### src/rtl/core/bmp24_stream_parser_core_defines.svh
// Assertion macros for the bmp24 stream parser.
`ifndef BMP24_STREAM_PARSER_CORE_DEFINES_SVH
`define BMP24_STREAM_PARSER_CORE_DEFINES_SVH

`ifndef SYNTH
`define BMP24_ASSERT(name, prop, msg) \
  name: assert property (@(posedge clk) disable iff (rst) prop) else $error(msg);
`define BMP24_ASSERT_NEXT(name, cond, prop, msg) \
  name: assert property (@(posedge clk) disable iff (rst) (cond) |=> (prop)) else $error(msg);
`else
`define BMP24_ASSERT(name, prop, msg)
`define BMP24_ASSERT_NEXT(name, cond, prop, msg)
`endif

`endif

### src/rtl/core/bmp24_pkg.sv
package bmp24_pkg;

  localparam int COORD_BITS = 16;
  localparam int WIDE_BITS  = 33;
  localparam int HDR_LEN    = 54;
  localparam int PIX_DEPTH  = 24;

  localparam logic [WIDE_BITS-1:0] COORD_MAX =
    (WIDE_BITS'(1) << COORD_BITS) - WIDE_BITS'(1);

  localparam logic [5:0] WIDTH_FIRST  = 6'd18;
  localparam logic [5:0] WIDTH_LAST   = 6'd21;
  localparam logic [5:0] HEIGHT_FIRST = 6'd22;
  localparam logic [5:0] HEIGHT_LAST  = 6'd25;
  localparam logic [5:0] DEPTH_FIRST  = 6'd28;
  localparam logic [5:0] DEPTH_LAST   = 6'd29;
  localparam logic [5:0] COMP_FIRST   = 6'd30;
  localparam logic [5:0] COMP_LAST    = 6'd33;
  localparam logic [5:0] HDR_FINAL    = 6'(HDR_LEN - 1);

  typedef enum logic [1:0] {
    PH_IDLE,
    PH_HEADER,
    PH_PIXELS,
    PH_DROP
  } phase_t;

  typedef enum logic [1:0] {
    KIND_PIXEL  = 2'd0,
    KIND_ACCEPT = 2'd1,
    KIND_REJECT = 2'd2
  } kind_t;

  typedef enum logic [1:0] {
    TRI_BLUE,
    TRI_GREEN,
    TRI_RED
  } tri_t;

  typedef struct packed {
    logic [7:0] data_byte;
    logic       start_of_file;
  } in_item_t;

  typedef struct packed {
    kind_t       kind;
    logic [7:0]  red;
    logic [7:0]  green;
    logic [7:0]  blue;
    logic [15:0] column;
    logic [15:0] row;
    logic [15:0] image_width;
    logic [15:0] image_height;
    logic        last_pixel;
  } out_item_t;

endpackage

### src/rtl/core/bmp24_if.sv
interface bmp24_in_if import bmp24_pkg::*; ();
  logic     valid;
  logic     ready;
  in_item_t data;

  modport source (output valid, output data, input ready);
  modport sink (input valid, input data, output ready);
endinterface

interface bmp24_out_if import bmp24_pkg::*; ();
  logic      valid;
  logic      ready;
  out_item_t data;

  modport source (output valid, output data, input ready);
  modport sink (input valid, input data, output ready);
endinterface

### src/rtl/core/bmp24_stream_parser_core.sv
// The byte transfer that completes a result (third byte of a pixel, last header byte) also
// loads it into the output register. Throughput: one byte per cycle while result is ready
// or the output is empty; the single output register refills on the cycle it drains.
// Reset (rst, synchronous, active high): parser idle, counters cleared, output empty.
// Bytes are ignored until one arrives with start_of_file set.
`include "bmp24_stream_parser_core_defines.svh"

module bmp24_stream_parser_core import bmp24_pkg::*; (
  input  logic         clk,
  input  logic         rst,
  bmp24_in_if.sink     byte_in,
  bmp24_out_if.source  result
);

  phase_t                phase, phase_next;
  logic [5:0]            header_index, header_index_next;
  logic [31:0]           width_reg, height_reg, compression_reg;
  logic [15:0]           depth_bits;
  logic [COORD_BITS-1:0] column_count, column_count_next;
  logic [COORD_BITS-1:0] row_count, row_count_next;
  tri_t                  triple_index, triple_index_next;
  logic [7:0]            held_blue, held_blue_next;
  logic [7:0]            held_green, held_green_next;
  logic [1:0]            pad_left, pad_left_next;
  logic                  out_valid;
  out_item_t             out_data;

  logic                  accept, sof;
  logic [7:0]            b;
  phase_t                eff_phase;
  logic [5:0]            eff_hidx;
  logic [31:0]           width_cur, height_cur, comp_cur;
  logic [15:0]           depth_cur;
  logic [COORD_BITS-1:0] col_eff, row_eff;
  tri_t                  tri_eff;
  logic [1:0]            pad_eff;
  logic                  hdr_in, hdr_last, hdr_bad, img_empty;
  logic [31:0]           width_hdr, height_hdr, comp_hdr;
  logic [15:0]           depth_hdr;
  logic                  pix_in, pix_emit, col_end, row_end;
  logic [WIDE_BITS-1:0]  col_plus, row_plus;
  logic                  res_valid;
  out_item_t             res_data;

  function automatic logic [31:0] put_byte(input logic [31:0] word, input logic [1:0] sel,
                                           input logic [7:0] val);
    logic [31:0] w;
    w = word;
    w[8*sel +: 8] = val;
    return w;
  endfunction

  assign accept = byte_in.valid && byte_in.ready;
  assign byte_in.ready = !out_valid || result.ready;
  assign sof = byte_in.data.start_of_file;
  assign b = byte_in.data.data_byte;

  // start_of_file restarts the parse on this very byte
  assign eff_phase  = sof ? PH_HEADER : phase;
  assign eff_hidx   = sof ? 6'd0 : header_index;
  assign width_cur  = sof ? 32'd0 : width_reg;
  assign height_cur = sof ? 32'd0 : height_reg;
  assign comp_cur   = sof ? 32'd0 : compression_reg;
  assign depth_cur  = sof ? 16'd0 : depth_bits;
  assign col_eff    = sof ? '0 : column_count;
  assign row_eff    = sof ? '0 : row_count;
  assign tri_eff    = sof ? TRI_BLUE : triple_index;
  assign pad_eff    = sof ? 2'd0 : pad_left;

  assign hdr_in = eff_phase == PH_HEADER;
  assign width_hdr = (hdr_in && eff_hidx >= WIDTH_FIRST && eff_hidx <= WIDTH_LAST) ?
                     put_byte(width_cur, eff_hidx[1:0] + 2'd2, b) : width_cur;
  assign height_hdr = (hdr_in && eff_hidx >= HEIGHT_FIRST && eff_hidx <= HEIGHT_LAST) ?
                      put_byte(height_cur, eff_hidx[1:0] + 2'd2, b) : height_cur;
  assign depth_hdr = (hdr_in && eff_hidx >= DEPTH_FIRST && eff_hidx <= DEPTH_LAST) ?
                     16'(put_byte({16'd0, depth_cur}, eff_hidx[1:0], b)) : depth_cur;
  assign comp_hdr = (hdr_in && eff_hidx >= COMP_FIRST && eff_hidx <= COMP_LAST) ?
                    put_byte(comp_cur, eff_hidx[1:0] + 2'd2, b) : comp_cur;

  assign hdr_last  = hdr_in && (eff_hidx == HDR_FINAL);
  assign hdr_bad   = (depth_hdr != 16'(PIX_DEPTH)) || (comp_hdr != 32'd0) ||
                     (WIDE_BITS'(width_hdr) > COORD_MAX) ||
                     (WIDE_BITS'(height_hdr) > COORD_MAX);
  assign img_empty = (width_hdr == 32'd0) || (height_hdr == 32'd0);

  assign pix_in   = eff_phase == PH_PIXELS;
  assign pix_emit = pix_in && (pad_eff == 2'd0) && (tri_eff == TRI_RED);
  assign col_plus = WIDE_BITS'(col_eff) + WIDE_BITS'(1);
  assign row_plus = WIDE_BITS'(row_eff) + WIDE_BITS'(1);
  assign col_end  = col_plus >= WIDE_BITS'(width_cur);
  assign row_end  = row_plus >= WIDE_BITS'(height_cur);

  always_comb begin
    phase_next        = eff_phase;
    header_index_next = eff_hidx;
    column_count_next = col_eff;
    row_count_next    = row_eff;
    triple_index_next = tri_eff;
    held_blue_next    = held_blue;
    held_green_next   = held_green;
    pad_left_next     = pad_eff;
    case (eff_phase)
      PH_HEADER: begin
        if (hdr_last) begin
          header_index_next = 6'd0;
          column_count_next = '0;
          row_count_next    = '0;
          triple_index_next = TRI_BLUE;
          pad_left_next     = 2'd0;
          if (hdr_bad) begin
            phase_next = PH_DROP;
          end else if (img_empty) begin
            phase_next = PH_IDLE;
          end else begin
            phase_next = PH_PIXELS;
          end
        end else begin
          header_index_next = eff_hidx + 6'd1;
        end
      end
      PH_PIXELS: begin
        if (pad_eff != 2'd0) begin
          pad_left_next = pad_eff - 2'd1;
        end else begin
          case (tri_eff)
            TRI_BLUE: begin
              held_blue_next    = b;
              triple_index_next = TRI_GREEN;
            end
            TRI_GREEN: begin
              held_green_next   = b;
              triple_index_next = TRI_RED;
            end
            default: begin
              triple_index_next = TRI_BLUE;
              if (col_end) begin
                column_count_next = '0;
                if (row_end) begin
                  phase_next     = PH_IDLE;
                  row_count_next = '0;
                end else begin
                  row_count_next = COORD_BITS'(row_plus);
                  pad_left_next  = width_cur[1:0];
                end
              end else begin
                column_count_next = COORD_BITS'(col_plus);
              end
            end
          endcase
        end
      end
      default: begin
        phase_next = eff_phase;
      end
    endcase
  end

  always_comb begin
    res_valid = 1'b0;
    res_data  = '0;
    if (hdr_last) begin
      res_valid = 1'b1;
      if (hdr_bad) begin
        res_data.kind = KIND_REJECT;
      end else begin
        res_data.kind         = KIND_ACCEPT;
        res_data.image_width  = width_hdr[15:0];
        res_data.image_height = height_hdr[15:0];
      end
    end else if (pix_emit) begin
      res_valid           = 1'b1;
      res_data.kind       = KIND_PIXEL;
      res_data.red        = b;
      res_data.green      = held_green;
      res_data.blue       = held_blue;
      res_data.column     = 16'(col_eff);
      res_data.row        = 16'(row_eff);
      res_data.last_pixel = col_end && row_end;
    end
  end

  always_ff @(posedge clk) begin
    if (rst) begin
      phase           <= PH_IDLE;
      header_index    <= 6'd0;
      width_reg       <= 32'd0;
      height_reg      <= 32'd0;
      depth_bits      <= 16'd0;
      compression_reg <= 32'd0;
      column_count    <= '0;
      row_count       <= '0;
      triple_index    <= TRI_BLUE;
      held_blue       <= 8'd0;
      held_green      <= 8'd0;
      pad_left        <= 2'd0;
      out_valid       <= 1'b0;
    end else if (accept) begin
      phase           <= phase_next;
      header_index    <= header_index_next;
      width_reg       <= width_hdr;
      height_reg      <= height_hdr;
      depth_bits      <= depth_hdr;
      compression_reg <= comp_hdr;
      column_count    <= column_count_next;
      row_count       <= row_count_next;
      triple_index    <= triple_index_next;
      held_blue       <= held_blue_next;
      held_green      <= held_green_next;
      pad_left        <= pad_left_next;
      out_valid       <= res_valid;
    end else if (result.ready) begin
      out_valid <= 1'b0;
    end
  end

  always_ff @(posedge clk) begin
    if (accept) begin
      out_data <= res_data;
    end
  end

  assign result.valid = out_valid;
  assign result.data  = out_data;

  `BMP24_ASSERT(a_hidx_range, (phase == PH_HEADER) |-> (header_index <= HDR_FINAL), "header index past end")
  `BMP24_ASSERT(a_pad_only_pixels, (pad_left != 2'd0) |-> ((phase == PH_PIXELS) && (triple_index == TRI_BLUE)), "pad count outside pixel phase")
  `BMP24_ASSERT(a_coord_bound, (phase == PH_PIXELS) |-> ((WIDE_BITS'(column_count) < WIDE_BITS'(width_reg)) && (WIDE_BITS'(row_count) < WIDE_BITS'(height_reg))), "pixel position outside image")
  `BMP24_ASSERT_NEXT(a_last_idle, accept && res_valid && (res_data.kind == KIND_PIXEL) && res_data.last_pixel, (phase == PH_IDLE) && result.valid, "last pixel did not end image")

endmodule

### src/flat_wrapper.sv
// flat-port wrapper written by rule: the top's interface ports become plain ports
module bmp24_stream_parser_core_flat import bmp24_pkg::*;
  (clk, rst, byte_in_valid, byte_in_data, byte_in_ready, result_valid, result_data, result_ready);
  bmp24_in_if byte_in_i ();
  bmp24_out_if result_i ();
  input  logic clk;
  input  logic rst;
  input wire logic [$bits(byte_in_i.valid)-1:0] byte_in_valid;
  input wire logic [$bits(byte_in_i.data)-1:0] byte_in_data;
  output wire logic [$bits(byte_in_i.ready)-1:0] byte_in_ready;
  output wire logic [$bits(result_i.valid)-1:0] result_valid;
  output wire logic [$bits(result_i.data)-1:0] result_data;
  input wire logic [$bits(result_i.ready)-1:0] result_ready;
  assign byte_in_i.valid = byte_in_valid;
  assign byte_in_i.data = byte_in_data;
  assign byte_in_ready = byte_in_i.ready;
  assign result_valid = result_i.valid;
  assign result_data = result_i.data;
  assign result_i.ready = result_ready;
  bmp24_stream_parser_core u_core (.clk(clk), .rst(rst), .byte_in(byte_in_i), .result(result_i));
endmodule
### config.mk
export PLATFORM = sky130hd
export DESIGN_NAME = bmp24_stream_parser_core_flat
export DESIGN_NICKNAME = d
export VERILOG_FILES = /design/src/rtl/core/bmp24_pkg.sv /design/src/rtl/core/bmp24_if.sv /design/src/rtl/core/bmp24_stream_parser_core.sv /design/src/flat_wrapper.sv
export VERILOG_INCLUDE_DIRS = /design/src /design/src/rtl/core
export SDC_FILE = /design/constraint.sdc
export NUM_CORES = 1
export LEC_CHECK = 0
export ABC_AREA = 1
export BUFFER_PORTS_ARGS = -buffer_cell sky130_fd_sc_hd__buf_2
export CAP_MARGIN = 5
export CORE_ASPECT_RATIO = 1.1
export CORE_MARGIN = 2
export CORE_UTILIZATION = 35
export DETAILED_ROUTE_END_ITERATION = 8
export SYNTH_ARGS = -nofsm -noshare
export SYNTH_HDL_FRONTEND = slang
export SYNTH_SLANG_ARGS = --single-unit
### constraint.sdc
create_clock -name clk -period 8.26 [get_ports clk]
set_clock_uncertainty 0.2 [all_clocks]
set_input_delay 0.826 -clock clk [delete_from_list [all_inputs] [get_ports clk]]
set_output_delay 0.826 -clock clk [all_outputs]
set_load 0.005 [all_outputs]
==> results of run 1 <==
power by group through the flow:
stage	Combinational, mW	Clock [mW]	Sequential, mW
finish	0.474	1.32	1.42
global route	0.529	1.39	1.43
CTS	0.468	1.35	1.42
detailed placement	0.467	0	1.45
global placement	0.461	0	1.45
floorplan	0.327	0	1.45
per-stage QoR:
stage | total power, mW | setup WS (ns) | hold slack (ns)
after floorplan | 1.776 | 3.237 | 0.2300
after global routing | 3.351 | 2.059 | 0.2795
after detailed placement | 1.917 | 1.833 | 0.2478
after global placement | 1.910 | 1.809 | 0.2429
final | 3.215 | 2.288 | 0.2573
after CTS | 3.240 | 2.471 | 0.2587
worst paths after layout:
path	endpoint	slack, ns
setup / recovery	u_core.result.data[17]$_SDFFCE_PP0P_	2.29
hold / removal	u_core.held_blue[2]$_SDFFE_PP0P_	0.26
setup reg to reg	u_core.result.data[17]$_SDFFCE_PP0P_	2.83
hold reg to reg	u_core.held_blue[2]$_SDFFE_PP0P_	0.26
kinds of logic (layout without fill, tap and decap cells):
group | Yosys count | after routing | synth area share [%]
buffers and inverters | 542 | 584 | 13.17
XOR/XNOR | 24 | 24 | 1.240
AND/OR/NAND/NOR | 1132 | 1132 | 28.97
adder cells (fa/ha/maj) | 45 | 45 | 3.321
AO/OA/AOI/OAI | 519 | 519 | 16.76
flip-flops | 264 | 264 | 36.55
final cells by class:
class	instances	area share, %
Multi-Input combinational cell	1720	45.73
Sequential cell	264	33.19
Inverter	409	8.290
Clock buffer	43	4.557
Tap cell	645	4.323
Timing Repair Buffer	120	3.431
Clock inverter	12	0.4758
routing by layer:
metal  track usage [%]  part of all wire (%)
met5                 0                     0
met4             9.407                   4.6
met3             2.874                   7.1
met2             34.95                    46
met1             28.38                    42
worst max-delay path, stage by stage:
cell and delay, ns:
sky130_fd_sc_hd__buf_4 0.21, sky130_fd_sc_hd__buf_4 0.38, sky130_fd_sc_hd__nor2_1 0.60, sky130_fd_sc_hd__ha_1 0.66, sky130_fd_sc_hd__clkinv_1 0.60, sky130_fd_sc_hd__nor3_1 0.78
sky130_fd_sc_hd__nand2_1 0.42, sky130_fd_sc_hd__nand2_1 0.14, sky130_fd_sc_hd__nand3_1 0.08, sky130_fd_sc_hd__nand2_1 0.13, sky130_fd_sc_hd__nor2_1 0.05, sky130_fd_sc_hd__nand2_1 0.12
sky130_fd_sc_hd__nor2_1 0.07, sky130_fd_sc_hd__nand2_1 0.08, sky130_fd_sc_hd__nor2_2 0.04, sky130_fd_sc_hd__nand2_2 0.14, sky130_fd_sc_hd__nor2_4 0.06, sky130_fd_sc_hd__inv_4 0.55
sky130_fd_sc_hd__nor2_1 0.10
cells in the final DEF, fill, tap and decap left out, types with 3 or more instances in the layout:
cell / instances
sky130_fd_sc_hd__a21oi_1: 204
sky130_fd_sc_hd__a31oi_1: 4
sky130_fd_sc_hd__buf_2: 104
sky130_fd_sc_hd__buf_4: 16
sky130_fd_sc_hd__clkbuf_1: 9
sky130_fd_sc_hd__clkbuf_16: 31
sky130_fd_sc_hd__clkbuf_8: 3
sky130_fd_sc_hd__clkinv_1: 8
sky130_fd_sc_hd__clkinv_2: 4
sky130_fd_sc_hd__dfxtp_1: 173
sky130_fd_sc_hd__edfxtp_1: 91
sky130_fd_sc_hd__ha_1: 45
sky130_fd_sc_hd__inv_1: 395
sky130_fd_sc_hd__inv_2: 7
sky130_fd_sc_hd__nand2_1: 559
sky130_fd_sc_hd__nand2_2: 9
sky130_fd_sc_hd__nand2_4: 3
sky130_fd_sc_hd__nand3_1: 122
sky130_fd_sc_hd__nand3_2: 4
sky130_fd_sc_hd__nand3b_1: 5
sky130_fd_sc_hd__nand4_1: 29
sky130_fd_sc_hd__nor2_1: 324
sky130_fd_sc_hd__nor2_2: 11
sky130_fd_sc_hd__nor2_4: 31
sky130_fd_sc_hd__nor3_1: 19
sky130_fd_sc_hd__nor3_2: 4
sky130_fd_sc_hd__nor4_1: 5
sky130_fd_sc_hd__o211ai_1: 62
sky130_fd_sc_hd__o21a_1: 5
sky130_fd_sc_hd__o21ai_0: 194
sky130_fd_sc_hd__o21ai_1: 14
sky130_fd_sc_hd__o22ai_1: 20
sky130_fd_sc_hd__o31ai_1: 4
sky130_fd_sc_hd__or2_2: 3
sky130_fd_sc_hd__xor2_1: 23
==> run summary, run 1 <==
In the final routed layout, each cell accounts on average for 17.16 um. The first global-routing pass estimated 85130 um of wire. The via count of the first global-routing pass was 15180; the length in cells of the worst reg-to-reg path was 18. After synthesis, the most frequently instantiated cells are 561 x sky130_fd_sc_hd__nand2_1, 396 x sky130_fd_sc_hd__inv_1, 325 x sky130_fd_sc_hd__nor2_1. The ratio of cells with drive above 1 in the final layout is 9.424%.

Of the available clock period, the critical path in the final layout requires 72.30%. 106 I/O pins were placed. The async set-or-reset flop fraction in the synthesized netlist came out at 0%.

The reg-to-reg critical path startpoint was u_core.header_index[0]$_SDFFE_PP0P_. Largest area contributor in the netlist: sky130_fd_sc_hd__dfxtp_1. The repair_antennas step left the layout with diodes totalling 0. Clock latency on the worst-skew pair: 0.60 ns. The number of H-tree levels was 1. The multi-input combinational cells in the finished layout cover a total of 0.008538 mm2.

The half-perimeter wire length after placement is 38020 um, and the global-route usage over all layers is 21.51%. The clock edge transition at the registers on the reported setup and hold paths was 0.06 ns. For the power share of the clock group, the log shows 41.0%. The setup fix buffers added after clock tree synthesis came out at 0.

Of all nets on the critical path, the largest fanout is 49. The remaining global-route overflow was 0. STA classifies the critical path startpoint as a primary input.

At the pin with the least slew margin, the transition time is 1.327 ns. Clock tree synthesis selected as its root buffer the cell sky130_fd_sc_hd__clkbuf_16. For this design the total switching power over the nets is 0.9407 mW. Hold repair after CTS inserted 0 buffers.

The post-synthesis register bit count was 264; the number of filler cells placed in the layout was 5012. For the count of cells resized by post-cts repair, the log shows 0. Synthesis produced a netlist whose cell count is 2526. The tools report the layout net count as 2604. During synthesis, Yosys emitted a total of 0 warnings.

The number of antenna violations at the first check in global routing was 0. After synthesis, the cell types taking the most area are sky130_fd_sc_hd__dfxtp_1 20%, sky130_fd_sc_hd__edfxtp_1 16%, sky130_fd_sc_hd__nand2_1 12%. The logs give 0.01773 mm2 for the area after detailed placement and 0.006196 mm2 for the area occupied by registers. The run gives 0 as the max-slew violation count.

For the data required time of the worst path, the log shows 8.37 ns. Entering global routing, the biggest net connects 123 pins. Counting the buffers created by CTS gives 31. In this run the worst hold path is classified as flip-flop to flip-flop. The flip-flop count of the largest register after layout is 91. The area added between synthesis and finish works out to 10.12%. Setup repair after global routing left no endpoint under its margin. The number of flops mapped to enable cells by yosys was 91.

The floorplan step set the die width to 213.8 um. Leaving out filler cells and counting taps, the final layout contains 3213. The logs give 0 ns for the setup TNS and 6.09 ns for the endpoint arrival time on the critical path.

The tools report the origin of the worst setup path as byte_in_data[0]. TritonCTS built the clock tree. The total of max-cap violations is 0, and the DRC violation total after the first TritonRoute iteration is 1682.

The critical path in this run is classified as primary input to flip-flop. Averaged over all synthesized cells, the footprint is 6.712 um2. The routed layout has 16480 vias. Endpoint kind of the worst setup timing path: a flip-flop. For the count of nets left with antenna violations after detail routing, the log shows 0. For the final wirelength, the log shows 55150 um. The first TritonRoute pass finished after 6 iterations. The clock net in this run drives a total of 264 sinks. The die area is 0.05022 mm2. Yosys instantiated no cell more often than sky130_fd_sc_hd__nand2_1.

For this run, design rule violations remaining after detail routing come to 0. The sequential fraction of the synthesis area is 36.55%. The top-area cell type share of the netlist area was 20.43%.

The number of placed instances, taps included was 3158. In this run the most critical hold path is launched from u_core.held_blue[2]$_SDFFE_PP0P_. The worst hold path was traced through 2 stages. The synthesized netlist net count is 2584, and the switching power as a share of total power is 29.26%. The analysis attributes to cell leakage a power of 8.868 nW. The logs give 3 for the number of buffers between clock root and the deepest sink and 0 for the number of setup violations in the final report. The most used flip-flop cell after synthesis is sky130_fd_sc_hd__dfxtp_1.

Combinational logic burns 14.8% of the power. Buffers placed on the I/O ports in this run total 105. For the maximum vdd ir drop, the log shows 0.1574 mV. The run finished with clean final reports. Cell internal power was estimated by the tool at 2.274 mW. The smallest clock period supported by the final layout is computed as 5.972 ns. The relative slew slack was 11.42%. For this design the ratio of total power to cell area is 172.2 mW/mm2. From bottom edge to top edge, the die measures 234.8 um. The synthesized netlist contains 49 unique library cells.

The congestion estimate from routability-driven global placement came to 0.9353. The region available for standard cell placement spans 0.04782 mm2. The share of total power dissipated in sequential elements is 44.3%. Summing every instance area after synthesis gives 0.01695 mm2. Dividing the detail-routed via count by the number of cells gives 5.129. After floorplanning, the core was divided into 84 placement rows. The post-route cell area is 0.01867 mm2, and the starting utilization of the core area is 35.45%. Measured on the finished design, the core utilization comes to 39.04%. The tools report the timing-limited maximum frequency as 167.5 MHz. The final hold violation count is 0.
(Power assumes the default switching activity.)
==> run 2: changes to the inputs <==
Settings changed: ABC_AREA 1 to 0.
Clock period 8.26 ns to 5.46 ns, I/O delays scaled along.
==> run summary, run 2 <==
The final weighted congestion of routability-driven global placement was 0.8919 (was 0.9353); the maximum fanout along the worst path was 16 (was 49). The run gives 0 (unchanged) as the count of cells resized by post-cts repair. The leading cell type in the layout, fill and taps excluded was sky130_fd_sc_hd__nor2_1 (was sky130_fd_sc_hd__nand2_1). The met2 track utilization from global routing came out at 33.99% (was 34.95%). Prevailing post-synth register cell: sky130_fd_sc_hd__dfxtp_1 (unchanged). The layer carrying the most global-route usage was met2 (unchanged). Counting I/O delays and the setup requirement, the final critical path takes 4.982 ns.

Nature of the critical path startpoint: a flip-flop (was a primary input). The synthesized netlist cell count was 1507 (was 2526); the timing-limited maximum frequency was 200.7 MHz. For the total of max-cap violations, the log shows 0 (unchanged). The tools report the endpoint kind of the worst setup timing path as a flip-flop (unchanged).

The clock edge transition at the registers on the reported setup and hold paths is 0.06 ns (about the same), and the post-synthesis instance area is 0.01383 mm2 (was 0.01695 mm2). Routed via count divided by cell count: 5.901 (was 5.129). Most instantiated cells after synthesis: 233 x sky130_fd_sc_hd__nor2_1, 173 x sky130_fd_sc_hd__dfxtp_1, 107 x sky130_fd_sc_hd__nand2_1 (was 561 x sky130_fd_sc_hd__nand2_1, 396 x sky130_fd_sc_hd__inv_1, 325 x sky130_fd_sc_hd__nor2_1).

The tools report the length of the first detailed-routing pass in iterations as 5 (was 6). The setup fix buffers added after clock tree synthesis came out at 0 (unchanged). The tools report the number of antenna violations at the first check in global routing as 0 (unchanged).

The final hold violation count is 0 (unchanged), and the number of diodes is 0 (unchanged). The area after detailed placement came out at 0.01483 mm2 (was 0.01773 mm2). The run finished with clean final reports. The run gives 5.639 nW (was 8.868 nW) as the leakage dissipation. The number of rows created at floorplan came out at 76 (was 84). TritonCTS built the clock tree. The sequential fraction of the synthesis area came out at 44.81% (was 36.55%).

The ratio of cells with drive above 1 in the final layout was 16.15% (was 9.424%); the wire length per cell after detailed routing was 20.88 um (was 17.16 um). The critical setup path kind was flip-flop to flip-flop (was primary input to flip-flop). The met1 track utilization from global routing is 26.27% (was 28.38%), and the pin count of the biggest net entering global routing is 88 (was 123). The run gives 0.01595 mm2 (was 0.01867 mm2) as the post-route cell area. The final design utilization came out at 40.80% (was 39.04%). The count of nets left with antenna violations after detail routing came out at 0 (unchanged). The remaining global-route overflow was 0 (unchanged); the core footprint was 0.03908 mm2 (was 0.04782 mm2). The endpoint arrival time on the critical path is 5.24 ns (was 6.09 ns), and the DRC violation total after the first TritonRoute iteration is 1124 (was 1682). The clock tree root buffer cell was sky130_fd_sc_hd__clkbuf_16 (unchanged). The vertical extent of the die is 212.5 um (was 234.8 um). The tools report the minimum setup slack in the final design as 0.4778 ns (was 2.288 ns). Top-area cell type share of the netlist area: 25.05% (was 20.43%).

The largest area contributor in the netlist is sky130_fd_sc_hd__dfxtp_1 (unchanged). The run gives 0.1928 ns (was 1.833 ns) as the setup slack after placement. Cell types with the largest area share after synthesis: sky130_fd_sc_hd__dfxtp_1 25%, sky130_fd_sc_hd__edfxtp_1 20%, sky130_fd_sc_hd__nor2_1 6.3% (was sky130_fd_sc_hd__dfxtp_1 20%, sky130_fd_sc_hd__edfxtp_1 16%, sky130_fd_sc_hd__nand2_1 12%). Capture instance of the worst register-to-register path: u_core.row_count[11]$_SDFFE_PP0P_ (was u_core.result.data[17]$_SDFFCE_PP0P_). The run gives 1565 (was 2584) as the synthesized netlist net count. The relative slew slack is 31.09% (was 11.42%), and the half-perimeter wire length after placement is 29590 um (was 38020 um). The width of the die was 193.5 um (was 213.8 um); the number of unique standard cell types used by synthesis was 77 (was 49).

The global-route usage over all layers was 20.54% (was 21.51%). The layout net count is 1613 (was 2604). The post-synthesis register bit count was 264 (unchanged); the power per cell area was 288.9 mW/mm2 (was 172.2 mW/mm2). The starting utilization of the core area is 35.38% (was 35.45%), and the number of placed I/O pins is 106 (unchanged). For the number of setup violations in the final report, the log shows 0 (unchanged). Die area: 0.04111 mm2 (was 0.05022 mm2). The cell with the most instances after synthesis was sky130_fd_sc_hd__nor2_1 (was sky130_fd_sc_hd__nand2_1). The tools report the via total after detailed routing as 12310 (was 16480). Commonest non-fill, non-tap cells in the layout: 231 x sky130_fd_sc_hd__nor2_1, 173 x sky130_fd_sc_hd__dfxtp_1, 107 x sky130_fd_sc_hd__nand2_1 (was 559 x sky130_fd_sc_hd__nand2_1, 395 x sky130_fd_sc_hd__inv_1, 324 x sky130_fd_sc_hd__nor2_1). Final period utilization: 91.25%.

The number of flops mapped to enable cells by yosys works out to 91 (unchanged). The run gives 0 (unchanged) as the remaining design rule violation count. The reg-to-reg critical path startpoint is u_core.row_count[0]$_SDFFE_PP0P_ (was u_core.header_index[0]$_SDFFE_PP0P_). The logs give 11970 (was 15180) for the via count of the first global-routing pass and 0.59 ns (was 0.60 ns) for the clock latency on the worst-skew pair.

Number of H-tree levels: 1 (unchanged). The max-slew violation count is 0 (unchanged). The transition time of the tightest slew-check pin is 1.028 ns (was 1.327 ns). The maximum vdd ir drop is 0.2348 mV (was 0.1574 mV).

The end point of the critical path was u_core.row_count[11]$_SDFFE_PP0P_ (was u_core.result.data[17]$_SDFFCE_PP0P_). The final wirelength was 43550 um (was 55150 um). The tools report the setup TNS as 0 ns (unchanged). Setup repair after global routing left no endpoint under its margin. The classification of the worst-slack hold path was primary input to flip-flop (was flip-flop to flip-flop). The flip-flop count of the largest register after layout is 91 (unchanged).

The length in cells of the worst reg-to-reg path is 19 (was 18). The post-cts hold buffer count was 0 (unchanged); the count of yosys warnings during synthesis was 0 (unchanged). The number of port buffers works out to 105 (unchanged). The first-pass GRT wire length is 67800 um (was 85130 um).

The async set-or-reset flop fraction in the synthesized netlist is 0% (unchanged). The data required time of the worst path came out at 5.72 ns (was 8.37 ns). Origin of the worst setup path: u_core.row_count[0]$_SDFFE_PP0P_ (was byte_in_data[0]). The average size of a mapped cell was 9.175 um2 (was 6.712 um2); the met3 capacity usage during global routing was 3.537% (was 2.874%).

The setup slack of the worst register-to-register path was 0.48 ns (was 2.83 ns). The number of CTS-inserted buffers is 30 (was 31). The run gives 264 (unchanged) as the clock net sink count. The run gives 3 (unchanged) as the number of buffers between clock root and the deepest sink. Area added between synthesis and finish: 15.32% (was 10.12%).
==> run 2: changes by cell type after synthesis, moves of 85 or more <==
cell                      before  now
sky130_fd_sc_hd__o21ai_0     194   52
sky130_fd_sc_hd__a32oi_1       0   96
sky130_fd_sc_hd__a21oi_1     204   52
sky130_fd_sc_hd__inv_1       396   14
sky130_fd_sc_hd__nand3_1     122   37
sky130_fd_sc_hd__nand2_1     561  107
sky130_fd_sc_hd__nor2_1      325  233
==> run 2: critical path, cell delays in order, from the launching register on <==
cell                      delay, ns
sky130_fd_sc_hd__dfxtp_1       0.40
sky130_fd_sc_hd__nor2b_1       0.24
sky130_fd_sc_hd__ha_2          0.26
sky130_fd_sc_hd__and3_1        0.25
sky130_fd_sc_hd__and3_1        0.28
sky130_fd_sc_hd__nand3_1       0.19
sky130_fd_sc_hd__or3_4         0.45
sky130_fd_sc_hd__or2_2         0.35
sky130_fd_sc_hd__xor2_1        0.15
sky130_fd_sc_hd__nor2_1        0.06
sky130_fd_sc_hd__ha_1          0.31
sky130_fd_sc_hd__nand4_1       0.09
sky130_fd_sc_hd__or4_1         0.53
sky130_fd_sc_hd__a21oi_1       0.14
sky130_fd_sc_hd__nor2_1        0.08
sky130_fd_sc_hd__a21oi_2       0.13
sky130_fd_sc_hd__buf_4         0.23
sky130_fd_sc_hd__o21ai_0       0.09
sky130_fd_sc_hd__and3_1        0.20
sky130_fd_sc_hd__a221o_1       0.25
==> run 2: power by group <==
group	internal, mW	leakage, nW	total, mW	switching (mW)
clock network	1.35	0.541	2.22	0.873
registers	2.07	2.26	2.09	0.0194
logic	0.0775	2.84	0.294	0.216
total	3.50	5.64	4.61	1.11
==> run 2: area by class of cell <==
class | count | area [um2]
well taps | 507 | 634.4
clock buffers | 44 | 943.4
multi-input cells | 1105 | 7139
clock inverters | 12 | 173.9
repair buffers | 140 | 803.3
fillers | 3828 | 23140
inverters | 14 | 55.05
flip-flops and latches | 264 | 6196
==> run 2: per-stage QoR <==
step	hold WS [ns]	std cells	power, mW
finish	0.08436	2086	4.607
global route	0.08094	2086	4.751
detailed placement	0.2633	2030	2.423
global placement	0.2576	2030	2.420
CTS	0.06850	2086	4.643
floorplan	0.2309	1507	2.304
==> run 2: worst min-delay path by stage <==
stage / slack, ns / from / to / cells after the start
6_report: 0.08 / byte_in_valid / u_core.result.valid$_SDFFE_PP0P_ / 3
5_1_grt: 0.08 / byte_in_valid / u_core.result.valid$_SDFFE_PP0P_ / 3
4_1_cts: 0.07 / byte_in_valid / u_core.result.valid$_SDFFE_PP0P_ / 3
3_5_place_dp: 0.26 / u_core.row_count[1]$_SDFFE_PP0P_ / u_core.row_count[1]$_SDFFE_PP0P_ / 2
3_3_place_gp: 0.26 / u_core.row_count[1]$_SDFFE_PP0P_ / u_core.row_count[1]$_SDFFE_PP0P_ / 2
2_1_floorplan: 0.23 / u_core.row_count[1]$_SDFFE_PP0P_ / u_core.row_count[1]$_SDFFE_PP0P_ / 2
==> run 2: cell families (layout without fill, tap and decap cells) <==
logic type | after synthesis | after routing | share of synthesized area, %
simple gates | 648 | 648 | 24.78
flops | 264 | 264 | 44.81
compound gates | 365 | 365 | 19.19
fa+ha+maj | 45 | 45 | 4.072
buf+inv | 138 | 210 | 3.973
xor+xnor | 26 | 26 | 1.647
mux | 21 | 21 | 1.529
==> run 2: metal layers <==
| metal | part of all wire, % | vias up | wire length [um] |
|---|---|---|---|
| met2 | 47 | 494 | 20540 |
| met1 | 42 | 5970 | 18480 |
| met5 | 0 | - | 0 |
| li1 | - | 5741 | - |
| met4 | 3.9 | 0 | 1719 |
| met3 | 6.5 | 105 | 2812 |
==> run 3: changes to the inputs <==
Settings changed: CORE_UTILIZATION 35 to 48, CTS_CLUSTER_DIAMETER set to 150, PLACE_DENSITY set to 0.69.
==> run summary, run 3 (synthesis results as in run 2) <==
The run finished with clean final reports. The remaining global-route overflow is 0 (unchanged), and the remaining design rule violation count is 0 (unchanged). For the post-cts hold buffer count, the log shows 0 (unchanged). The switching power as a share of total power was 24.83% (was 24.06%).

Final wirelength: 41700 um (was 43550 um). Critical setup path kind: flip-flop to flip-flop (unchanged). The power per cell area works out to 278.5 mW/mm2 (was 288.9 mW/mm2).

Slowest stage cell on the critical path: sky130_fd_sc_hd__or4b_4 (was sky130_fd_sc_hd__or4_1). The number of diodes is 0 (unchanged), and the met1 track utilization from global routing is 35.41% (was 26.27%). The tools report the number of placed instances, taps included as 1899 (was 2030). The relative slew slack was 22.40% (was 31.09%); the pin count of the biggest net entering global routing was 107 (was 88).

Minimum clock period after layout: 5.105 ns (was 4.982 ns). DRC violation total after the first TritonRoute iteration: 1275 (was 1124). The tools report the clock tree root buffer cell as sky130_fd_sc_hd__clkbuf_16 (unchanged). The leakage dissipation is 5.599 nW (was 5.639 nW), and the flip-flop count of the largest register after layout is 91 (unchanged).

The tools report the global-route usage over all layers as 26.83% (was 20.54%). The die area is 0.03018 mm2 (was 0.04111 mm2), and the number of antenna violations at the first check in global routing is 1 (was 0). The logs give 11840 (was 11970) for the via count of the first global-routing pass and 1.085 mW (was 1.109 mW) for the net switching component of the power. The logs give 0.57 ns (was 0.59 ns) for the clock latency on the worst-skew pair and 195.9 MHz (was 200.7 MHz) for the timing-limited maximum frequency.

The endpoint arrival time on the critical path is 5.40 ns (was 5.24 ns). The endpoint kind of the worst setup timing path was a flip-flop (unchanged). The clock edge transition at the registers on the reported setup and hold paths was 0.06 ns (about the same); the number of CTS-inserted buffers was 28 (was 30). The wire length per cell after detailed routing is 21.38 um (was 20.88 um). The tools report the nature of the critical path startpoint as a flip-flop (unchanged).

The worst hold slack across all endpoints was 0.08376 ns (was 0.08436 ns). The number of port buffers was 105 (unchanged); the met2 track utilization from global routing was 44.46% (was 33.99%). The run gives 65 (was 76) as the number of rows created at floorplan. The classification of the worst-slack hold path is primary input to flip-flop (unchanged). The setup fix buffers added after clock tree synthesis was 0 (unchanged). The max-slew violation count is 0 (unchanged), and the worst stage delay on the critical path is 0.59 ns (was 0.53 ns). TritonCTS built the clock tree. The logs give 48.44% (was 35.38%) for the starting utilization of the core area and 0.2969 mV (was 0.2348 mV) for the maximum vdd ir drop. The number of placed I/O pins came out at 106 (unchanged). Commonest non-fill, non-tap cells in the layout: 231 x sky130_fd_sc_hd__nor2_1, 173 x sky130_fd_sc_hd__dfxtp_1, 107 x sky130_fd_sc_hd__nand2_1 (unchanged). The transition time of the tightest slew-check pin is 1.160 ns (was 1.028 ns), and the final weighted congestion of routability-driven global placement is 0.9590 (was 0.8919).

The count of placed standard cells in the final layout, fillers left out is 1951 (was 2086), and the clock net sink count is 264 (unchanged). Setup repair after global routing left no endpoint under its margin. The routed via count divided by cell count is 6.410 (was 5.901). For the setup TNS, the log shows 0 ns (unchanged). For the final design utilization, the log shows 54.94% (was 40.80%). The ratio of cells with drive above 1 in the final layout is 16.49% (was 16.15%), and the final hold violation count is 0 (unchanged).

The count of cells resized by post-cts repair is 0 (unchanged). The internal cell power was 3.284 mW (was 3.498 mW); the count of nets left with antenna violations after detail routing was 0 (unchanged). For the number of H-tree levels, the log shows 1 (unchanged). The core footprint is 0.02855 mm2 (was 0.03908 mm2). The run gives 6 (was 5) as the length of the first detailed-routing pass in iterations. Crit path cell chain: nor2b_2 > ha_2 > nand3_1 > nor3_2 > and3_1 > nand4_1 > or4b_4 > nand2_1 > o21ai_0 > ha_1 > nand4_1 > nand3b_1 > o221ai_2 > nand2b_1 > nor3_2 > a32oi_1 > o21ai_0 (was nor2b_1 > ha_2 > and3_1 > and3_1 > nand3_1 > or3_4 > or2_2 > xor2_1 > nor2_1 > ha_1 > nand4_1 > or4_1 > a21oi_1 > nor2_1 > a21oi_2 > buf_4 > o21ai_0 > and3_1 > a221o_1). The layer carrying the most global-route usage is met2 (unchanged). The total of max-cap violations is 0 (unchanged). The number of buffers between clock root and the deepest sink was 3 (unchanged); the final period utilization was 93.49% (was 91.25%).

The via total after detailed routing was 12510 (was 12310). The area added between synthesis and finish is 13.43% (was 15.32%). Maximum fanout along the worst path: 8 (was 16). Layout net count: 1619 (was 1613). The width of the die was 165.8 um (was 193.5 um); the power share of the clock group was 45.5% (was 48.3%). Vertical extent of the die: 182.0 um (was 212.5 um).

For the half-perimeter wire length after placement, the log shows 28180 um (was 29590 um). The first-pass GRT wire length was 65810 um (was 67800 um); the met3 capacity usage during global routing was 4.534% (was 3.537%). The data required time of the worst path is 5.75 ns (was 5.72 ns). The sequential fraction of design power is 47.8% (was 45.3%). Leading cell type in the layout, fill and taps excluded: sky130_fd_sc_hd__nor2_1 (unchanged). The share of total power in combinational logic is 6.7% (was 6.4%), and the number of setup violations in the final report is 0 (unchanged).
run 3: changes by cell type in the layout (fill, tap and decap cells not counted), moves of 3 or more:
cell and change:
sky130_fd_sc_hd__clkbuf_1 -3, sky130_fd_sc_hd__buf_4 +8, sky130_fd_sc_hd__clkinv_4 +3, sky130_fd_sc_hd__clkinvlp_4 +3, sky130_fd_sc_hd__clkbuf_16 -7
run 3: worst paths after layout:
kind              slack (ns)                                    from                                      to  cells after the start
hold reg to reg         0.27  u_core.compression_reg[8]$_SDFFE_PP0P_  u_core.compression_reg[8]$_SDFFE_PP0P_                      2
setup reg to reg        0.36     u_core.column_count[0]$_SDFFE_PP0P_        u_core.row_count[7]$_SDFFE_PP0P_                     17
hold / removal          0.08                           byte_in_valid        u_core.result.valid$_SDFFE_PP0P_                      3
setup / recovery        0.36     u_core.column_count[0]$_SDFFE_PP0P_        u_core.row_count[7]$_SDFFE_PP0P_                     17
run 3: worst max-delay path, delay by kind of cell (launching register included):
family | cells | cell delay, ns
flip-flops | 1 | 0.51
adder cells (fa/ha/maj) | 2 | 0.58
AND/OR/NAND/NOR | 11 | 3.01
AO/OA/AOI/OAI | 4 | 0.73
run 3: layer usage:
| layer | routed length, um | share of wire [%] |
|---|---|---|
| met5 | 13 | 0.031 |
| met4 | 1563 | 3.7 |
| met2 | 19650 | 47 |
| met3 | 3310 | 7.9 |
| met1 | 17170 | 41 |
run 3: layout make-up:
type | instances | area [um2]
clock buffer | 33 | 749.5
fill | 2562 | 12860
timing repair buffer | 148 | 863.3
clock inverter | 19 | 220.2
tap | 368 | 460.4
sequential | 264 | 6196
multi-input combinational | 1105 | 7139
inverter | 14 | 55.05
run 3: power groups by stage:
stage	clock (mW)	sequential, mW	combinational [mW]
after floorplan	0	2.13	0.170
after global placement	0	2.13	0.284
after detailed placement	0	2.13	0.287
after CTS	2.01	2.09	0.287
after global routing	2.08	2.09	0.314
final	1.99	2.09	0.293
run 3: per-stage QoR:
step	worst slack, ns	power, mW	area, um2
2_1_floorplan	0.008632	2.304	13870
3_3_place_gp	0.2727	2.415	14710
3_5_place_dp	0.1520	2.419	14710
4_1_cts	0.4222	4.382	15680
5_1_grt	0.03858	4.486	15680
6_report	0.3554	4.368	15680
